--- src/rtl/core/dmfe_pkg.sv ---
// ----------------------------------------------------------------------------
// dmfe_pkg: shared definitions for the double marker frame extractor
// Marker byte codes and the command/status bundles that pass between the
// controller and the datapath.
// ----------------------------------------------------------------------------
package dmfe_pkg;

  // Frame markers: two of OPEN_MARK open a frame, two of CLOSE_MARK close it
  localparam logic [7:0] OPEN_MARK  = 8'h3C;
  localparam logic [7:0] CLOSE_MARK = 8'h3E;

  // Controller to datapath commands
  typedef struct packed {
    logic accept;      // take the input byte this cycle
    logic load_empty;  // load an empty-frame result into the output register
    logic rd_en;       // read the payload buffer at the emit index
    logic load_byte;   // load the read byte into the output register
  } cmd_t;

  // Datapath to controller status
  typedef struct packed {
    logic close_hit;   // input byte completes a close pair inside a frame
    logic len_zero;    // frame being closed now holds no payload
    logic is_last;     // byte at the emit index is the final one
    logic slot_free;   // output register can take a result this cycle
  } sts_t;

endpackage

--- src/rtl/core/double_marker_frame_extractor.sv ---
// ----------------------------------------------------------------------------
// double_marker_frame_extractor: delimited frame deframer
// Cuts frames opened by "<<" and closed by ">>" out of a byte stream.
//
// Slave channel: one received byte per request on s_axis_tdata_i.
// Master channel: payload bytes of each completed frame, tlast on the final
// byte; an empty frame gives one request with tuser set and tdata zero.
// Throughput: one input byte per cycle while no frame is being emitted.
// A close pair stops input for the emission: each payload byte takes one payload
// buffer read and then one output register load, and an empty frame one output
// register load; the receiver holding tready low stalls the emission further.
// After the closing byte the first result passes the READ state, the buffer read
// register and the PUSH state into the output register; an empty frame only EMPTY.
// The output register lets the last result wait for the receiver while the
// next input byte is already taken.
// Reset clears marker history, capture state and the output valid flag; the
// payload buffer holds no reset value and needs no clearing pass.
// A frame longer than BUFFER_CAPACITY - 2 bytes is dropped.
// ----------------------------------------------------------------------------
module double_marker_frame_extractor #(
  parameter int unsigned BUFFER_CAPACITY = 64
) (
  input  logic       clk_i,
  input  logic       rst_ni,
  input  logic       s_axis_tvalid_i,
  output logic       s_axis_tready_o,
  input  logic [7:0] s_axis_tdata_i,   // [7:0] in_byte
  output logic       m_axis_tvalid_o,
  input  logic       m_axis_tready_i,
  output logic [7:0] m_axis_tdata_o,   // [7:0] out_byte
  output logic       m_axis_tlast_o,
  output logic       m_axis_tuser_o    // [0] empty_frame
);
  import dmfe_pkg::*;

  cmd_t cmd;
  sts_t sts;

  // Controller
  dmfe_ctrl u_ctrl (
    .clk_i      (clk_i),
    .rst_ni     (rst_ni),
    .in_valid_i (s_axis_tvalid_i),
    .in_ready_o (s_axis_tready_o),
    .sts_i      (sts),
    .cmd_o      (cmd)
  );

  // Datapath
  dmfe_dpath #(
    .BUFFER_CAPACITY (BUFFER_CAPACITY)
  ) u_dpath (
    .clk_i       (clk_i),
    .rst_ni      (rst_ni),
    .cmd_i       (cmd),
    .sts_o       (sts),
    .in_byte_i   (s_axis_tdata_i),
    .out_valid_o (m_axis_tvalid_o),
    .out_ready_i (m_axis_tready_i),
    .out_byte_o  (m_axis_tdata_o),
    .out_last_o  (m_axis_tlast_o),
    .out_empty_o (m_axis_tuser_o)
  );

endmodule

--- src/rtl/core/dmfe_ctrl.sv ---
// ----------------------------------------------------------------------------
// dmfe_ctrl: frame extractor controller
// Accepts bytes while idle; after a close pair loads an empty-frame result or
// walks the payload buffer, one read and one output load per emitted byte.
// ----------------------------------------------------------------------------
module dmfe_ctrl (
  input  logic          clk_i,
  input  logic          rst_ni,
  input  logic          in_valid_i,
  output logic          in_ready_o,
  input  dmfe_pkg::sts_t sts_i,
  output dmfe_pkg::cmd_t cmd_o
);
  import dmfe_pkg::*;

  typedef enum logic [1:0] {
    ST_IDLE,
    ST_EMPTY,
    ST_READ,
    ST_PUSH
  } state_e;

  state_e state_q, state_d;

  // Command decode
  always_comb begin
    in_ready_o       = (state_q == ST_IDLE);
    cmd_o            = '0;
    cmd_o.accept     = in_valid_i && (state_q == ST_IDLE);
    cmd_o.load_empty = (state_q == ST_EMPTY) && sts_i.slot_free;
    cmd_o.rd_en      = (state_q == ST_READ);
    cmd_o.load_byte  = (state_q == ST_PUSH) && sts_i.slot_free;
  end

  // Next state
  always_comb begin
    state_d = state_q;
    case (state_q)
      ST_IDLE: begin
        if (cmd_o.accept && sts_i.close_hit) begin
          state_d = sts_i.len_zero ? ST_EMPTY : ST_READ;
        end
      end
      ST_EMPTY: begin
        if (sts_i.slot_free) state_d = ST_IDLE;
      end
      ST_READ: begin
        state_d = ST_PUSH;
      end
      ST_PUSH: begin
        if (sts_i.slot_free) state_d = sts_i.is_last ? ST_IDLE : ST_READ;
      end
      default: state_d = ST_IDLE;
    endcase
  end

  // State register
  always_ff @(posedge clk_i or negedge rst_ni) begin
    if (!rst_ni) begin
      state_q <= ST_IDLE;
    end else begin
      state_q <= state_d;
    end
  end

endmodule

--- src/rtl/core/dmfe_dpath.sv ---
// ----------------------------------------------------------------------------
// dmfe_dpath: frame extractor datapath
// Marker detection, payload buffer, fill/emit counters and the output
// register of the result stream.
// ----------------------------------------------------------------------------
module dmfe_dpath #(
  parameter int unsigned BUFFER_CAPACITY = 64
) (
  input  logic           clk_i,
  input  logic           rst_ni,
  input  dmfe_pkg::cmd_t cmd_i,
  output dmfe_pkg::sts_t sts_o,
  input  logic [7:0]     in_byte_i,
  output logic           out_valid_o,
  input  logic           out_ready_i,
  output logic [7:0]     out_byte_o,
  output logic           out_last_o,
  output logic           out_empty_o
);
  import dmfe_pkg::*;

  localparam int unsigned IdxW = $clog2(BUFFER_CAPACITY);

  logic [7:0]      prev_q, prev_d;
  logic            cap_q, cap_d;
  logic [IdxW-1:0] fill_q, fill_d;
  logic [IdxW-1:0] len_q, len_d;
  logic [IdxW-1:0] idx_q, idx_d;
  logic [7:0]      mem_q [BUFFER_CAPACITY];
  logic [7:0]      rd_q;
  logic            wr_en;
  logic            open_hit;
  logic            close_hit;
  logic            full;
  logic            ovalid_q;
  logic [7:0]      obyte_q;
  logic            olast_q;
  logic            oempty_q;

  // Marker detection on the incoming byte
  assign open_hit  = (prev_q == OPEN_MARK) && (in_byte_i == OPEN_MARK);
  assign close_hit = !open_hit && cap_q && (prev_q == CLOSE_MARK)
                     && (in_byte_i == CLOSE_MARK);
  assign full      = (fill_q == IdxW'(BUFFER_CAPACITY - 1));
  assign wr_en     = cmd_i.accept && cap_q && !open_hit && !close_hit && !full;

  // Status toward the controller
  assign sts_o.close_hit = close_hit;
  assign sts_o.len_zero  = (fill_q <= IdxW'(1));
  assign sts_o.is_last   = ((idx_q + IdxW'(1)) == len_q);
  assign sts_o.slot_free = !ovalid_q || out_ready_i;

  // Frame state update
  always_comb begin
    prev_d = prev_q;
    cap_d  = cap_q;
    fill_d = fill_q;
    len_d  = len_q;
    idx_d  = idx_q;
    if (cmd_i.accept) begin
      if (open_hit) begin
        cap_d  = 1'b1;
        fill_d = '0;
        prev_d = '0;
      end else if (close_hit) begin
        // drop the stored first close marker
        cap_d  = 1'b0;
        fill_d = '0;
        prev_d = '0;
        len_d  = (fill_q == '0) ? '0 : fill_q - IdxW'(1);
        idx_d  = '0;
      end else begin
        if (cap_q) begin
          if (full) begin
            cap_d  = 1'b0;
            fill_d = '0;
          end else begin
            fill_d = fill_q + IdxW'(1);
          end
        end
        prev_d = in_byte_i;
      end
    end
    if (cmd_i.load_byte) idx_d = idx_q + IdxW'(1);
  end

  // Control registers
  always_ff @(posedge clk_i or negedge rst_ni) begin
    if (!rst_ni) begin
      prev_q <= '0;
      cap_q  <= 1'b0;
      fill_q <= '0;
      len_q  <= '0;
      idx_q  <= '0;
    end else begin
      prev_q <= prev_d;
      cap_q  <= cap_d;
      fill_q <= fill_d;
      len_q  <= len_d;
      idx_q  <= idx_d;
    end
  end

  // Payload buffer, registered read
  always_ff @(posedge clk_i) begin
    if (wr_en) mem_q[fill_q] <= in_byte_i;
    if (cmd_i.rd_en) rd_q <= mem_q[idx_q];
  end

  // Output register valid
  always_ff @(posedge clk_i or negedge rst_ni) begin
    if (!rst_ni) begin
      ovalid_q <= 1'b0;
    end else if (cmd_i.load_empty || cmd_i.load_byte) begin
      ovalid_q <= 1'b1;
    end else if (out_ready_i) begin
      ovalid_q <= 1'b0;
    end
  end

  // Output register payload
  always_ff @(posedge clk_i) begin
    if (cmd_i.load_empty) begin
      obyte_q  <= '0;
      olast_q  <= 1'b1;
      oempty_q <= 1'b1;
    end else if (cmd_i.load_byte) begin
      obyte_q  <= rd_q;
      olast_q  <= sts_o.is_last;
      oempty_q <= 1'b0;
    end
  end

  assign out_valid_o = ovalid_q;
  assign out_byte_o  = obyte_q;
  assign out_last_o  = olast_q;
  assign out_empty_o = oempty_q;

endmodule

--- config.mk ---
export PLATFORM = sky130hd
export DESIGN_NAME = double_marker_frame_extractor
export DESIGN_NICKNAME = d
export VERILOG_FILES = /design/src/rtl/core/dmfe_pkg.sv /design/src/rtl/core/double_marker_frame_extractor.sv /design/src/rtl/core/dmfe_ctrl.sv /design/src/rtl/core/dmfe_dpath.sv
export SDC_FILE = /design/constraint.sdc
export NUM_CORES = 1
export LEC_CHECK = 0
export BUFFER_PORTS_ARGS = -buffer_cell sky130_fd_sc_hd__buf_2
export CAP_MARGIN = 0
export CORE_MARGIN = 4
export CORE_UTILIZATION = 30
export DETAILED_ROUTE_END_ITERATION = 8
export SLEW_MARGIN = 0
export SYNTH_ARGS = -nofsm -noshare
export SYNTH_HDL_FRONTEND = slang
export SYNTH_HIERARCHICAL = 1
export SYNTH_SLANG_ARGS = --single-unit
--- constraint.sdc ---
create_clock -name clk_i -period 3.55 [get_ports clk_i]
set_input_delay 0.1775 -clock clk_i [delete_from_list [all_inputs] [get_ports clk_i]]
set_output_delay 0.1775 -clock clk_i [all_outputs]
set_load 0.01 [all_outputs]
==> metrics.md, run 1 <==
| Metric | Value |
|---|---|
| Reg-to-reg startpoint | `u_ctrl/state_q[0]` |
| Crit path arrival time | `3.39 ns` |
| Area leader, netlist | `edfxtp_1` |
| Clock sink total | `560` |
| Skew-Pair Late Insertion Delay | `0.60 ns` |
| Flops & latches, synth | `560` |
| Area Growth Syn to Fin | `14.6%` |
| Cell area power density | `712 nW/um2` |
| Root Buffer | `clkbuf_16` |
| Setup Crit Path Kind | `flip-flop to flip-flop` |
| Post-Syn Area | `22300 um2` |
| Startpoint Class | `flip-flop` |
| Setup violators final | `0` |
| Synth Instances | `1143` |
| CP Max Fanout | `10` |
| # Post-CTS Setup Buffers | `0` |
| Hold wc startpoint | `m_axis_tready_i` |
| Top cell type's share of synthesized area | `0.702` |
| Mean routed wirelength per cell | `24.0 um` |
| Ranking of synthesized cells by area | `edfxtp_1 70%, mux4_2 12%, dfrtp_1 3.4%, nor2_1 1.5%, mux2i_1 1.2%` |
| Clock slew at reported path FFs | `0.07 ns` |
| Die height | `280 um` |
| Seq/Total Area, Yosys | `0.744` |
| Core region area | `73200 um2` |
| Setup ws final | `0.375 ns` |
| Vias per inst | `5.06` |
| Final WL | `53200 um` |
| Final Skew | `0.0201 ns` |
| DPL Wire Length | `33100 um` |
| Reg2reg end | `u_dpath/mem_q[0][7]` |
| Period utilization | `0.894` |
| Place WS | `0.364 ns` |
| Routability congestion estimate | `0.827` |
| Hold Path Cell Cnt | `3` |
| Syn nets | `1160` |
| Cell Rows | `99` |
| Ys async rst share | `0.0536` |
| Nets | `1223` |
| Worst vdd ir | `0.000378 V` |
| Nature of the critical path endpoint | `flip-flop` |
| Static leakage | `7.99 nW` |
| Initial DRT Pass Iterations | `5` |
| Syn Area/Cell | `19.5 um2` |
| Via count | `11200` |
| Htree depth | `2` |
| Initial antenna violation count | `2` |
| Critical-path cell list | `nor2_1 -> and2_1 -> nand2_1 -> o21bai_1 -> a21oi_2 -> nand2_1 -> nor2_1` |
| Number of flops mapped to enable cells by yosys | `520` |
| Least-Margin Pin Slew | `1.02 ns` |
| Layout fillers | `6766` |
| Post-synthesis cell type count | `64` |
| Max-slew headroom | `0.318` |
| Max Slew Vio Count | `0` |
| Number of max-cap violations | `0` |
| Final hold violations | `0` |
| Initial DRC Count | `1020` |
| Share of layout cells above drive strength 1 | `0.240` |
| RSZ-0062 raised after global routing | `no` |
| Reg2Reg Setup Slack | `0.38 ns` |
| Largest net degree at the start of global routing | `66` |
| Io pins | `24` |
| Critical Path RT | `3.76 ns` |
| Total GRT Usage | `0.134` |
| Ys Warns | `6` |
| Die ar. | `78600 um2` |
| Status | `finished clean` |
| F_max | `315 MHz` |
| Vias in the first global route | `11400` |
| TritonCTS clock tree | `built` |
| Tmin final | `3.17 ns` |
| Setup TNS | `0 ns` |
| Port Buffers | `23` |
| Slowest-stage cell, CP | `nor2_1` |
| Hold crit path type | `primary input to flip-flop` |
| DRC viols | `0` |
| Routed Antenna Nets | `0` |
| Placed cell area | `23600 um2` |
| First-pass GRT wire length | `77900 um` |
| Design Area, Final | `25500 um2` |
| Initial Util | `0.304` |
| Total CTS buffers | `55` |
| Reg2reg path depth | `7` |
| Die Span X | `280 um` |
| Critical Path Max Stage Delay | `0.83 ns` |
| Most used DFF post-synth | `edfxtp_1` |
| Endpoint, Worst Hold | `u_dpath/out_valid_o` |
| Clk buf depth | `3` |
| Gr ovfl total | `0` |
[report_power, final]
part | internal, mW | total [mW] | switching, mW
Combinational | 2.05 | 4.08 | 2.03
Clock | 3.59 | 6.03 | 2.43
Sequential | 7.49 | 8.07 | 0.573
Total | 13.1 | 18.2 | 5.03
[layer usage]
layer  vias up  track usage  part of all wire
met2       340        0.217              0.48
met3        76       0.0251             0.065
met1      5963        0.186              0.43
li1       4807            -                 -
met4         2       0.0389             0.023
met5         -            0           0.00023
[cell families (layout without fill, tap and decap cells)]
| family | count (synthesis) | count (layout) | synth area share |
|---|---|---|---|
| other | 0 | 1 | 0 |
| AOI/OAI and AO/OA | 103 | 103 | 0.0337 |
| buffers and inverters | 76 | 185 | 0.0197 |
| adders and majority gates | 5 | 5 | 0.00281 |
| DFF | 560 | 560 | 0.744 |
| and+or+nand+nor | 213 | 213 | 0.0461 |
| xor gates and xnor gates | 15 | 15 | 0.00652 |
| muxes | 171 | 171 | 0.147 |
[sequential cells by signal, summed over array words and instances, names as in the netlist, 2 cells and up]
signal              cells
u_ctrl/state_q          2
u_dpath/fill_q          6
u_dpath/idx_q           6
u_dpath/len_q           6
u_dpath/mem_q         512
u_dpath/out_byte_o      8
u_dpath/prev_q          8
u_dpath/rd_q            8
[synth_stat cells, types with 3 or more instances]
library cell and instances:
edfxtp_1 520, mux4_2 115, nor2_1 89, nand2_1 42
dfrtp_1 30, mux2i_1 27, nand3_1 25, clkbuf_1 23
mux2_2 22, buf_2 21, o22ai_1 20, a22oi_1 18
xnor2_1 11, dfxtp_1 10, nor2b_1 10, buf_4 9
nand2b_1 9, a21oi_1 8, a221oi_1 8, inv_1 8
o21ai_0 7, o31ai_1 7, a22o_1 6, buf_1 6
buf_6 6, and2_1 5, ha_1 5, mux4_1 5
nor4_1 5, a211oi_1 4, nand4b_1 4, a2111oi_0 3
a21o_1 3, a31oi_1 3, a32o_1 3, buf_12 3
nand3b_1 3, nand4_1 3, nor3_1 3, xor2_1 3
[worst max-delay path by stage]
stage	startpoint	to	slack, ns	depth (start not counted)
global route	u_ctrl/state_q[0]	u_dpath/mem_q[0][7]	0.11	7
floorplan	u_ctrl/state_q[0]	u_dpath/mem_q[25][0]	0.94	8
finish	u_ctrl/state_q[0]	u_dpath/mem_q[0][7]	0.38	7
CTS	u_ctrl/state_q[0]	u_dpath/mem_q[0][7]	0.33	7
global placement	u_ctrl/state_q[0]	u_dpath/mem_q[0][2]	0.44	7
detailed placement	u_ctrl/state_q[0]	u_dpath/mem_q[0][2]	0.36	7
[worst max-delay path: cells and delay by family, from the launching register on]
kind | cells | cell delay [ns]
simple gates | 5 | 1.81
flops | 1 | 0.41
compound gates | 2 | 0.55
[layout by cell type (no fill, tap or decap), drive strengths merged, types with 18 or more instances in the layout]
master | netlist | routed
edfxtp | 520 | 520
mux4 | 120 | 120
nor2 | 89 | 89
clkbuf | 23 | 70
buf | 45 | 70
nand2 | 42 | 42
dfrtp | 30 | 30
mux2i | 27 | 27
nand3 | 25 | 25
mux2 | 24 | 24
clkinv | 0 | 22
o22ai | 20 | 20
a22oi | 18 | 18
[per-stage QoR]
step                utilization  power [mW]  hold slack [ns]  std cells
global route              0.349        18.9           0.0866       2211
floorplan                     -        11.0           -0.118       1143
finish                    0.349        18.2           0.0880       2212
CTS                       0.349        18.4           0.0426       2211
global placement          0.322        12.3            0.317       2104
detailed placement        0.322        12.3            0.321       2104
[timing repair]
item / in CTS / in global routing
gates resized for setup: 0 / 0
endpoints found under the setup margin: 0 / 0
endpoints found under the hold margin: 35 / 0
hold buffers: 4 / 0
[cell type report]
cell class / instances / area, um2 / share of cell area
Sequential cell: 560 / 16600 / 0.650
Clock buffer: 70 / 1520 / 0.0594
Multi-Input combinational cell: 507 / 5250 / 0.206
Tap cell: 959 / 1200 / 0.0470
Antenna cell: 1 / 2.50 / 0.0000981
Inverter: 8 / 30.0 / 0.00118
Timing Repair Buffer: 74 / 571 / 0.0224
Clock inverter: 33 / 368 / 0.0144
No activity file was read; power rests on OpenSTA's default activity.
==> run 2, diff against run 1 <==
--- a/config.mk
+++ b/config.mk
@@ -5,11 +5,13 @@
 export SDC_FILE = /design/constraint.sdc
 export NUM_CORES = 1
 export LEC_CHECK = 0
+export ABC_AREA = 1
 export BUFFER_PORTS_ARGS = -buffer_cell sky130_fd_sc_hd__buf_2
 export CAP_MARGIN = 0
 export CORE_MARGIN = 4
-export CORE_UTILIZATION = 30
+export CORE_UTILIZATION = 60
 export DETAILED_ROUTE_END_ITERATION = 8
+export PLACE_DENSITY = 0.76
 export SLEW_MARGIN = 0
 export SYNTH_ARGS = -nofsm -noshare
 export SYNTH_HDL_FRONTEND = slang
==> run 2 against run 1 <==
Sequential share of layout area shrank 0.34 points. Count of clock-buffer cells in the layout shrank 1. Critical path type unchanged. Sequential power shrank 2%. Cell area grew 0.51%. Synthesized cell count grew 85%. Register-to-register slack gained 0.31 ns. Cell count grew 20%. Clock skew shrank 0.0088 ns. Die area shrank 46%. Largest power group unchanged. Worst hold slack gained 0.066 ns.
==> metrics.md, run 2 <==
| Metric | Value |
|---|---|
| Status | `finished clean (unchanged)` |
| Post-synthesis cell type count | `38 (was 64)` |
| Routed Antenna Nets | `0 (unchanged)` |
| Critical-path cell list | `ha_1 -> nand2_1 -> inv_1 -> nand2_1 -> nand3_4 -> nor2_1 (was nor2_1 -> and2_1 -> nand2_1 -> o21bai_1 -> a21oi_2 -> nand2_1 -> nor2_1)` |
| Nets | `2117 (was 1223)` |
| Setup ws final | `0.682 ns (was 0.375 ns)` |
| Least-Margin Pin Slew | `1.03 ns (was 1.02 ns)` |
| DP Cell Count | `2558 (was 2104)` |
| Setup violators final | `0 (unchanged)` |
| Synth Instances | `2112 (was 1143)` |
| Total GRT Usage | `0.266 (was 0.134)` |
| Core region area | `38800 um2 (was 73200 um2)` |
| GR Util met2 | `0.412 (was 0.217)` |
| Place WS | `0.740 ns (was 0.364 ns)` |
| Root Buffer | `clkbuf_16 (unchanged)` |
| Clock sink total | `560 (unchanged)` |
| Max-slew headroom | `0.310 (was 0.318)` |
| Post-Syn Area | `23600 um2 (was 22300 um2)` |
| Worst vdd ir | `0.000554 V (was 0.000378 V)` |
| Syn nets | `2129 (was 1160)` |
| Mean routed wirelength per cell | `21.2 um (was 24.0 um)` |
| Flops & latches, synth | `560 (unchanged)` |
| Synth top cells by count | `757 x nand2_1, 520 x edfxtp_1, 476 x nand3_1 (was 520 x edfxtp_1, 115 x mux4_2, 89 x nor2_1)` |
| Nature of the critical path endpoint | `flip-flop (unchanged)` |
| Crit path arrival time | `3.08 ns (was 3.39 ns)` |
| Static leakage | `9.48 nW (was 7.99 nW)` |
| Slowest-stage cell, CP | `nor2_1 (unchanged)` |
| Number of max-cap violations | `0 (unchanged)` |
| CP Buf/Inv Count | `1 (was 0)` |
| Seq/Total Area, Yosys | `0.701 (was 0.744)` |
| Critical Path RT | `3.76 ns (about the same)` |
| Max reg flops | `512 (unchanged)` |
| Max Slew Vio Count | `0 (unchanged)` |
| # diodes | `0 (was 1)` |
| Hold crit path type | `primary input to flip-flop (unchanged)` |
| Setup TNS | `0 ns (unchanged)` |
| Die Span X | `206 um (was 280 um)` |
| Htree depth | `2 (unchanged)` |
| Initial DRT Pass Iterations | `6 (was 5)` |
| Layout Utilization | `0.661 (was 0.349)` |
| Ranking of synthesized cells by area | `edfxtp_1 66%, nand2_1 12%, nand3_1 10%, dfrtp_1 3.2%, nor2_1 1.5% (was edfxtp_1 70%, mux4_2 12%, dfrtp_1 3.4%, nor2_1 1.5%, mux2i_1 1.2%)` |
| GRT met1 Usage | `0.380 (was 0.186)` |
| Gr ovfl total | `0 (unchanged)` |
| Clk buf depth | `3 (unchanged)` |
| Area leader, netlist | `edfxtp_1 (unchanged)` |
| Most used DFF post-synth | `edfxtp_1 (unchanged)` |
| Period utilization | `0.808 (was 0.894)` |
| DRC viols | `0 (unchanged)` |
| Routability congestion estimate | `0.884 (was 0.827)` |
| Largest net degree at the start of global routing | `158 (was 66)` |
| GRT Max-Usage Layer | `met2 (unchanged)` |
| First-pass GRT wire length | `86200 um (was 77900 um)` |
| Crit-path leading delay family | `simple AND/OR/NAND/NOR gates (unchanged)` |
| Via count | `15900 (was 11200)` |
| Final hold violations | `0 (unchanged)` |
| Commonest non-fill, non-tap cell in the layout | `nand2_1 (was edfxtp_1)` |
| TritonCTS clock tree | `built (unchanged)` |
| Vias in the first global route | `15400 (was 11400)` |
| Critical Path Max Stage Delay | `0.69 ns (was 0.83 ns)` |
| Commonest cells after routing, fill and taps aside | `757 x nand2_1, 520 x edfxtp_1, 476 x nand3_1, 93 x nor2_1, 57 x clkbuf_16 (was 520 x edfxtp_1, 115 x mux4_2, 89 x nor2_1, 57 x clkbuf_16)` |
| Biggest register | `u_dpath/mem_q (unchanged)` |
| Die ar. | `42600 um2 (was 78600 um2)` |
| Top cell type's share of synthesized area | `0.661 (was 0.702)` |
| Number of flops mapped to enable cells by yosys | `520 (unchanged)` |
| Initial DRC Count | `1893 (was 1020)` |
| Final WL | `56300 um (was 53200 um)` |
| Vias per inst | `5.96 (was 5.06)` |
| Tmin final | `2.87 ns (was 3.17 ns)` |
| Syn Area/Cell | `11.2 um2 (was 19.5 um2)` |
| Met3 Resource Use GR | `0.0516 (was 0.0251)` |
| Area Growth Syn to Fin | `8.58% (was 14.6%)` |
| Port Buffers | `23 (unchanged)` |
| Initial antenna violation count | `1 (was 2)` |
| Post-cts resize count | `0 (unchanged)` |
| Final Skew | `0.0113 ns (was 0.0201 ns)` |
| Share of layout cells above drive strength 1 | `0.0723 (was 0.240)` |
| Non-filler cells, final | `2662 (was 2212)` |
| CP Max Fanout | `12 (was 10)` |
| Most frequent cell after synthesis | `nand2_1 (was edfxtp_1)` |
| Cell Rows | `72 (was 99)` |
| Ys async rst share | `0.0536 (unchanged)` |
| Ys Warns | `6 (unchanged)` |
| DPL Wire Length | `32600 um (was 33100 um)` |
| Setup Crit Path Kind | `flip-flop to flip-flop (unchanged)` |
| Skew-Pair Late Insertion Delay | `0.58 ns (was 0.60 ns)` |
| Io pins | `24 (unchanged)` |
| Die height | `206 um (was 280 um)` |
| Total CTS buffers | `54 (was 55)` |
| F_max | `349 MHz (was 315 MHz)` |
| Startpoint Class | `flip-flop (unchanged)` |
| RSZ-0062 raised after global routing | `no (unchanged)` |
| Clock slew at reported path FFs | `0.06 ns (was 0.07 ns)` |
| Crit-path most repeated cell | `nand2_1` |
| Cell area power density | `746 nW/um2 (was 712 nW/um2)` |
| Initial Util | `0.608 (was 0.304)` |
| Worst Hold Slack | `0.154 ns (was 0.0880 ns)` |
## run 2: layer usage
metal,part of all wire,up-vias
met4,0.036,0
met5,0,-
met2,0.46,891
met3,0.11,149
met1,0.39,7537
li1,-,7286
## run 2: path summary, 6_finish.rpt
kind,from,slack (ns),depth (start not counted),end
max,u_dpath/fill_q[0],0.68,6,u_dpath/mem_q[13][2]
min,s_axis_tdata_i[1],0.15,7,u_dpath/len_q[4]
max reg2reg,u_dpath/fill_q[0],0.68,6,u_dpath/mem_q[13][2]
min reg2reg,u_dpath/out_byte_o[7],0.44,2,u_dpath/out_byte_o[7]
max in group asynchronous,rst_ni,2.83,2,u_dpath/idx_q[0]
min in group asynchronous,rst_ni,0.19,2,u_dpath/prev_q[6]
## run 2: final cells by class
class / instances / area [um2]
sequential: 560 / 16600
fill: 2804 / 13200
multi-input combinational: 1390 / 6090
clock buffer: 69 / 1470
tap: 518 / 648
timing repair buffer: 54 / 408
clock inverter: 31 / 293
inverter: 40 / 158
## run 2: report_power, final
group          switching, mW  total [mW]  internal [mW]
logic                   3.98        5.53           1.56
clock network           2.33        5.68           3.35
registers              0.368        7.92           7.55
## run 2: repair_timing
item | 4_1_cts | 5_1_grt
hold endpoints to repair | 37 | 0
buffers inserted | 0 | 0
hold buffers | 4 | 0
## run 2: cell families after synthesis
group	Yosys count	share of synthesized area
AOI/OAI and AO/OA	22	0.00509
buffers and inverters	162	0.0406
adders and majority gates	5	0.00265
DFF	560	0.701
xor gates and xnor gates	5	0.00185
and+or+nand+nor	1358	0.248
## run 2: worst min-delay path: stages
cell     delay (ns)
buf_2          0.12
nand2_1        0.08
nor3_2         0.05
nand4_1        0.11
nor2_1         0.07
nand3_1        0.06
nand2_1        0.05
## run 2: through the flow
stage / power (mW) / area, um2
detailed placement: 13.4 / 23800
finish: 19.1 / 25600
floorplan: 12.1 / 23600
global placement: 13.3 / 23800
CTS: 19.1 / 25600
global route: 20.1 / 25600
==> run 3, diff against run 2 <==
--- a/config.mk
+++ b/config.mk
@@ -9,7 +9,7 @@
 export BUFFER_PORTS_ARGS = -buffer_cell sky130_fd_sc_hd__buf_2
 export CAP_MARGIN = 0
 export CORE_MARGIN = 4
-export CORE_UTILIZATION = 60
+export CORE_UTILIZATION = 57
 export DETAILED_ROUTE_END_ITERATION = 8
 export PLACE_DENSITY = 0.76
 export SLEW_MARGIN = 0
==> constraint.sdc (replaced) <==
create_clock -name clk_i -period 2.3 [get_ports clk_i]
set_input_delay 0.115 -clock clk_i [delete_from_list [all_inputs] [get_ports clk_i]]
set_output_delay 0.115 -clock clk_i [all_outputs]
set_load 0.01 [all_outputs]
==> run 3 against run 2 <==
Non-clock buffer count rose by 37. Via count rose by 1.3%. Global-route usage fell by 1.1 points. Cell count rose by 1.8%. Worst setup slack got worse by 0.70 ns. Clock skew rose by 0.0025 ns. First-iteration DRC count rose by 4.9%. Largest cell class unchanged. Core utilization fell by 2.4 points. Routed wire length rose by 0.75%. The flow now finishes with violations (negative setup slack). Worst hold slack got worse by 0.027 ns.
==> metrics.md, run 3 (same netlist as run 2, synthesis figures left out) <==
| Metric | Value |
|---|---|
| Reg-to-reg startpoint | `u_dpath/prev_q[3] (was u_dpath/fill_q[0])` |
| Failing checks | `negative setup slack` |
| Initial DRT Pass Iterations | `6 (unchanged)` |
| Max reg flops | `512 (unchanged)` |
| First-pass GRT wire length | `87800 um (was 86200 um)` |
| Critical Path RT | `2.52 ns (was 3.76 ns)` |
| Setup Crit Path Kind | `flip-flop to flip-flop (unchanged)` |
| Final Skew | `0.0138 ns (was 0.0113 ns)` |
| Via count | `16100 (was 15900)` |
| TritonCTS clock tree | `built (unchanged)` |
| Final WL | `56800 um (was 56300 um)` |
| Share of layout cells above drive strength 1 | `0.106 (was 0.0723)` |
| Layout Utilization | `0.636 (was 0.661)` |
| Critical-path cell list | `nand2_1 -> nor2_1 -> nand4_1 -> nand2_1 -> nor2_8 -> buf_12 -> nand3_1 -> buf_4 -> nor2_1 (was ha_1 -> nand2_1 -> inv_1 -> nand2_1 -> nand3_4 -> nor2_1)` |
| Tmin final | `2.32 ns (was 2.87 ns)` |
| Slowest-stage cell, CP | `nor2_1 (unchanged)` |
| CP startpoint | `u_dpath/prev_q[3] (was u_dpath/fill_q[0])` |
| Vias in the first global route | `15700 (was 15400)` |
| Largest net degree at the start of global routing | `113 (was 158)` |
| Commonest cells after routing, fill and taps aside | `757 x nand2_1, 520 x edfxtp_1, 476 x nand3_1, 55 x clkbuf_16, 51 x nor2_2 (was 757 x nand2_1, 520 x edfxtp_1, 476 x nand3_1, 93 x nor2_1, 57 x clkbuf_16)` |
| Status | `finished, violations left (was finished clean)` |
| Initial Util | `0.577 (was 0.608)` |
| Biggest register | `u_dpath/mem_q (unchanged)` |
| Number of max-cap violations | `0 (unchanged)` |
| CP Max Fanout | `10 (was 12)` |
| CP Buf/Inv Count | `2 (was 1)` |
| Startpoint Class | `flip-flop (unchanged)` |
| Least-Margin Pin Slew | `0.964 ns (was 1.03 ns)` |
| RSZ-0062 raised after global routing | `yes (was no)` |
| Crit path arrival time | `2.54 ns (was 3.08 ns)` |
| Nets | `2154 (was 2117)` |
| Vias per inst | `5.93 (was 5.96)` |
| Clock slew at reported path FFs | `0.06 ns (about the same)` |
| Gr ovfl total | `0 (unchanged)` |
| Total CTS buffers | `54 (unchanged)` |
| Max Slew Vio Count | `0 (unchanged)` |
| Period utilization | `1.01 (was 0.808)` |
| Layout fillers | `3031 (was 2804)` |
| Routability congestion estimate | `0.896 (was 0.884)` |
| Root Buffer | `clkbuf_16 (unchanged)` |
| Static leakage | `9.62 nW (was 9.48 nW)` |
| Total power | `29.5 mW (was 19.1 mW)` |
| Nature of the critical path endpoint | `flip-flop (unchanged)` |
| Final hold violations | `0 (unchanged)` |
| Core region area | `40900 um2 (was 38800 um2)` |
| Skew-Pair Late Insertion Delay | `0.60 ns (was 0.58 ns)` |
| Initial DRC Count | `1985 (was 1893)` |
| F_max | `432 MHz (was 349 MHz)` |
| Die height | `212 um (was 206 um)` |
| Setup ws final | `-0.0158 ns (was 0.682 ns)` |
| Hold wc startpoint | `s_axis_tdata_i[5] (was s_axis_tdata_i[1])` |
| Crit-path leading delay family | `simple AND/OR/NAND/NOR gates (unchanged)` |
| Routed Antenna Nets | `0 (unchanged)` |
| Commonest non-fill, non-tap cell in the layout | `nand2_1 (unchanged)` |
| Max-slew headroom | `0.357 (was 0.310)` |
| Worst vdd ir | `0.000818 V (was 0.000554 V)` |
| Mean routed wirelength per cell | `21.0 um (was 21.2 um)` |
| Total GRT Usage | `0.255 (was 0.266)` |
| Setup violators final | `16 (was 0)` |
| Die Span X | `212 um (was 206 um)` |
| Io pins | `24 (unchanged)` |
| Area Growth Syn to Fin | `10.2% (was 8.58%)` |
| Clk buf depth | `3 (unchanged)` |
| DRC viols | `0 (unchanged)` |
| DPL Wire Length | `33600 um (was 32600 um)` |
| Port Buffers | `23 (unchanged)` |
| Cell Rows | `74 (was 72)` |
| Hold crit path type | `primary input to flip-flop (unchanged)` |
| Clock sink total | `560 (unchanged)` |
| Critical Path Max Stage Delay | `0.54 ns (was 0.69 ns)` |
| Cell area power density | `1130 nW/um2 (was 746 nW/um2)` |
| Initial antenna violation count | `1 (unchanged)` |
| Die ar. | `44800 um2 (was 42600 um2)` |
| Htree depth | `2 (unchanged)` |
## run 3: changes by cell type in the layout (fill, tap and decap cells not counted), moves of 2 or more
cell / change
nor2_1: -49
bufinv_16: -4
clkinv_2: -3
nor2_2: +49
clkbuf_16: -2
buf_4: +24
clkinv_1: +4
buf_12: +11
## run 3: stage by stage
step | hold slack [ns] | setup TNS, ns | cells | setup WS, ns | area [um2]
2_1_floorplan | -0.181 | 0 | 2112 | 0.0268 | 23600
3_3_place_gp | 0.198 | 0 | 2608 | 0.0323 | 24300
3_5_place_dp | 0.203 | -0.729 | 2608 | -0.0432 | 24300
4_1_cts | 0.0915 | -0.00256 | 2708 | -0.00238 | 25900
5_1_grt | 0.136 | -13.40 | 2708 | -0.161 | 26000
6_report | 0.127 | -0.130 | 2709 | -0.0158 | 26000
## run 3: final timing paths
| path | end | slack [ns] | depth (start not counted) |
|---|---|---|---|
| min in group asynchronous | u_ctrl/state_q[1] | 0.14 | 2 |
| setup reg to reg | u_dpath/mem_q[43][5] | -0.02 | 9 |
| max in group asynchronous | u_dpath/idx_q[0] | 1.63 | 2 |
| hold reg to reg | u_dpath/out_byte_o[0] | 0.44 | 2 |
| setup / recovery | u_dpath/mem_q[43][5] | -0.02 | 9 |
| hold / removal | u_dpath/len_q[4] | 0.13 | 7 |
## run 3: repair_timing
| action | in CTS | in global routing |
|---|---|---|
| endpoints found under the setup margin | 47 | 442 |
| setup buffers | 0 | 0 |
| hold endpoints to repair | 35 | 0 |
| hold buffers | 5 | 0 |
| resized for setup | 8 | 42 |
## run 3: layout make-up
| type | instances | area, um2 | area share |
|---|---|---|---|
| clock buffer | 68 | 1430 | 0.0547 |
| antenna | 1 | 2.50 | 0.0000961 |
| tap | 532 | 666 | 0.0256 |
| sequential | 560 | 16600 | 0.637 |
| inverter | 40 | 156 | 0.00601 |
| clock inverter | 27 | 169 | 0.00649 |
| multi-input combinational | 1390 | 6220 | 0.239 |
| timing repair buffer | 91 | 830 | 0.0319 |
## run 3: where the power goes
part	total (mW)	internal (mW)	switching, mW
Combinational	9.39	2.85	6.54
Sequential	12.0	11.7	0.319
Clock	8.09	4.57	3.53
Total	29.5	19.1	10.4
## run 3: tightest hold or removal path, stage by stage
cell and delay (ns):
buf_2 0.10, nand3_1 0.16, nor2_1 0.06, nand4_1 0.07, nor2_1 0.06, nand3_1 0.06
nand2_1 0.05
## run 3: routing by layer
metal	part of all wire	track usage	vias up	wire length [um]
met5	0	0	-	0
met4	0.043	0.102	0	2440
met3	0.10	0.0491	158	5890
met2	0.48	0.416	931	27100
met1	0.38	0.344	7619	21300
li1	-	-	7357	-
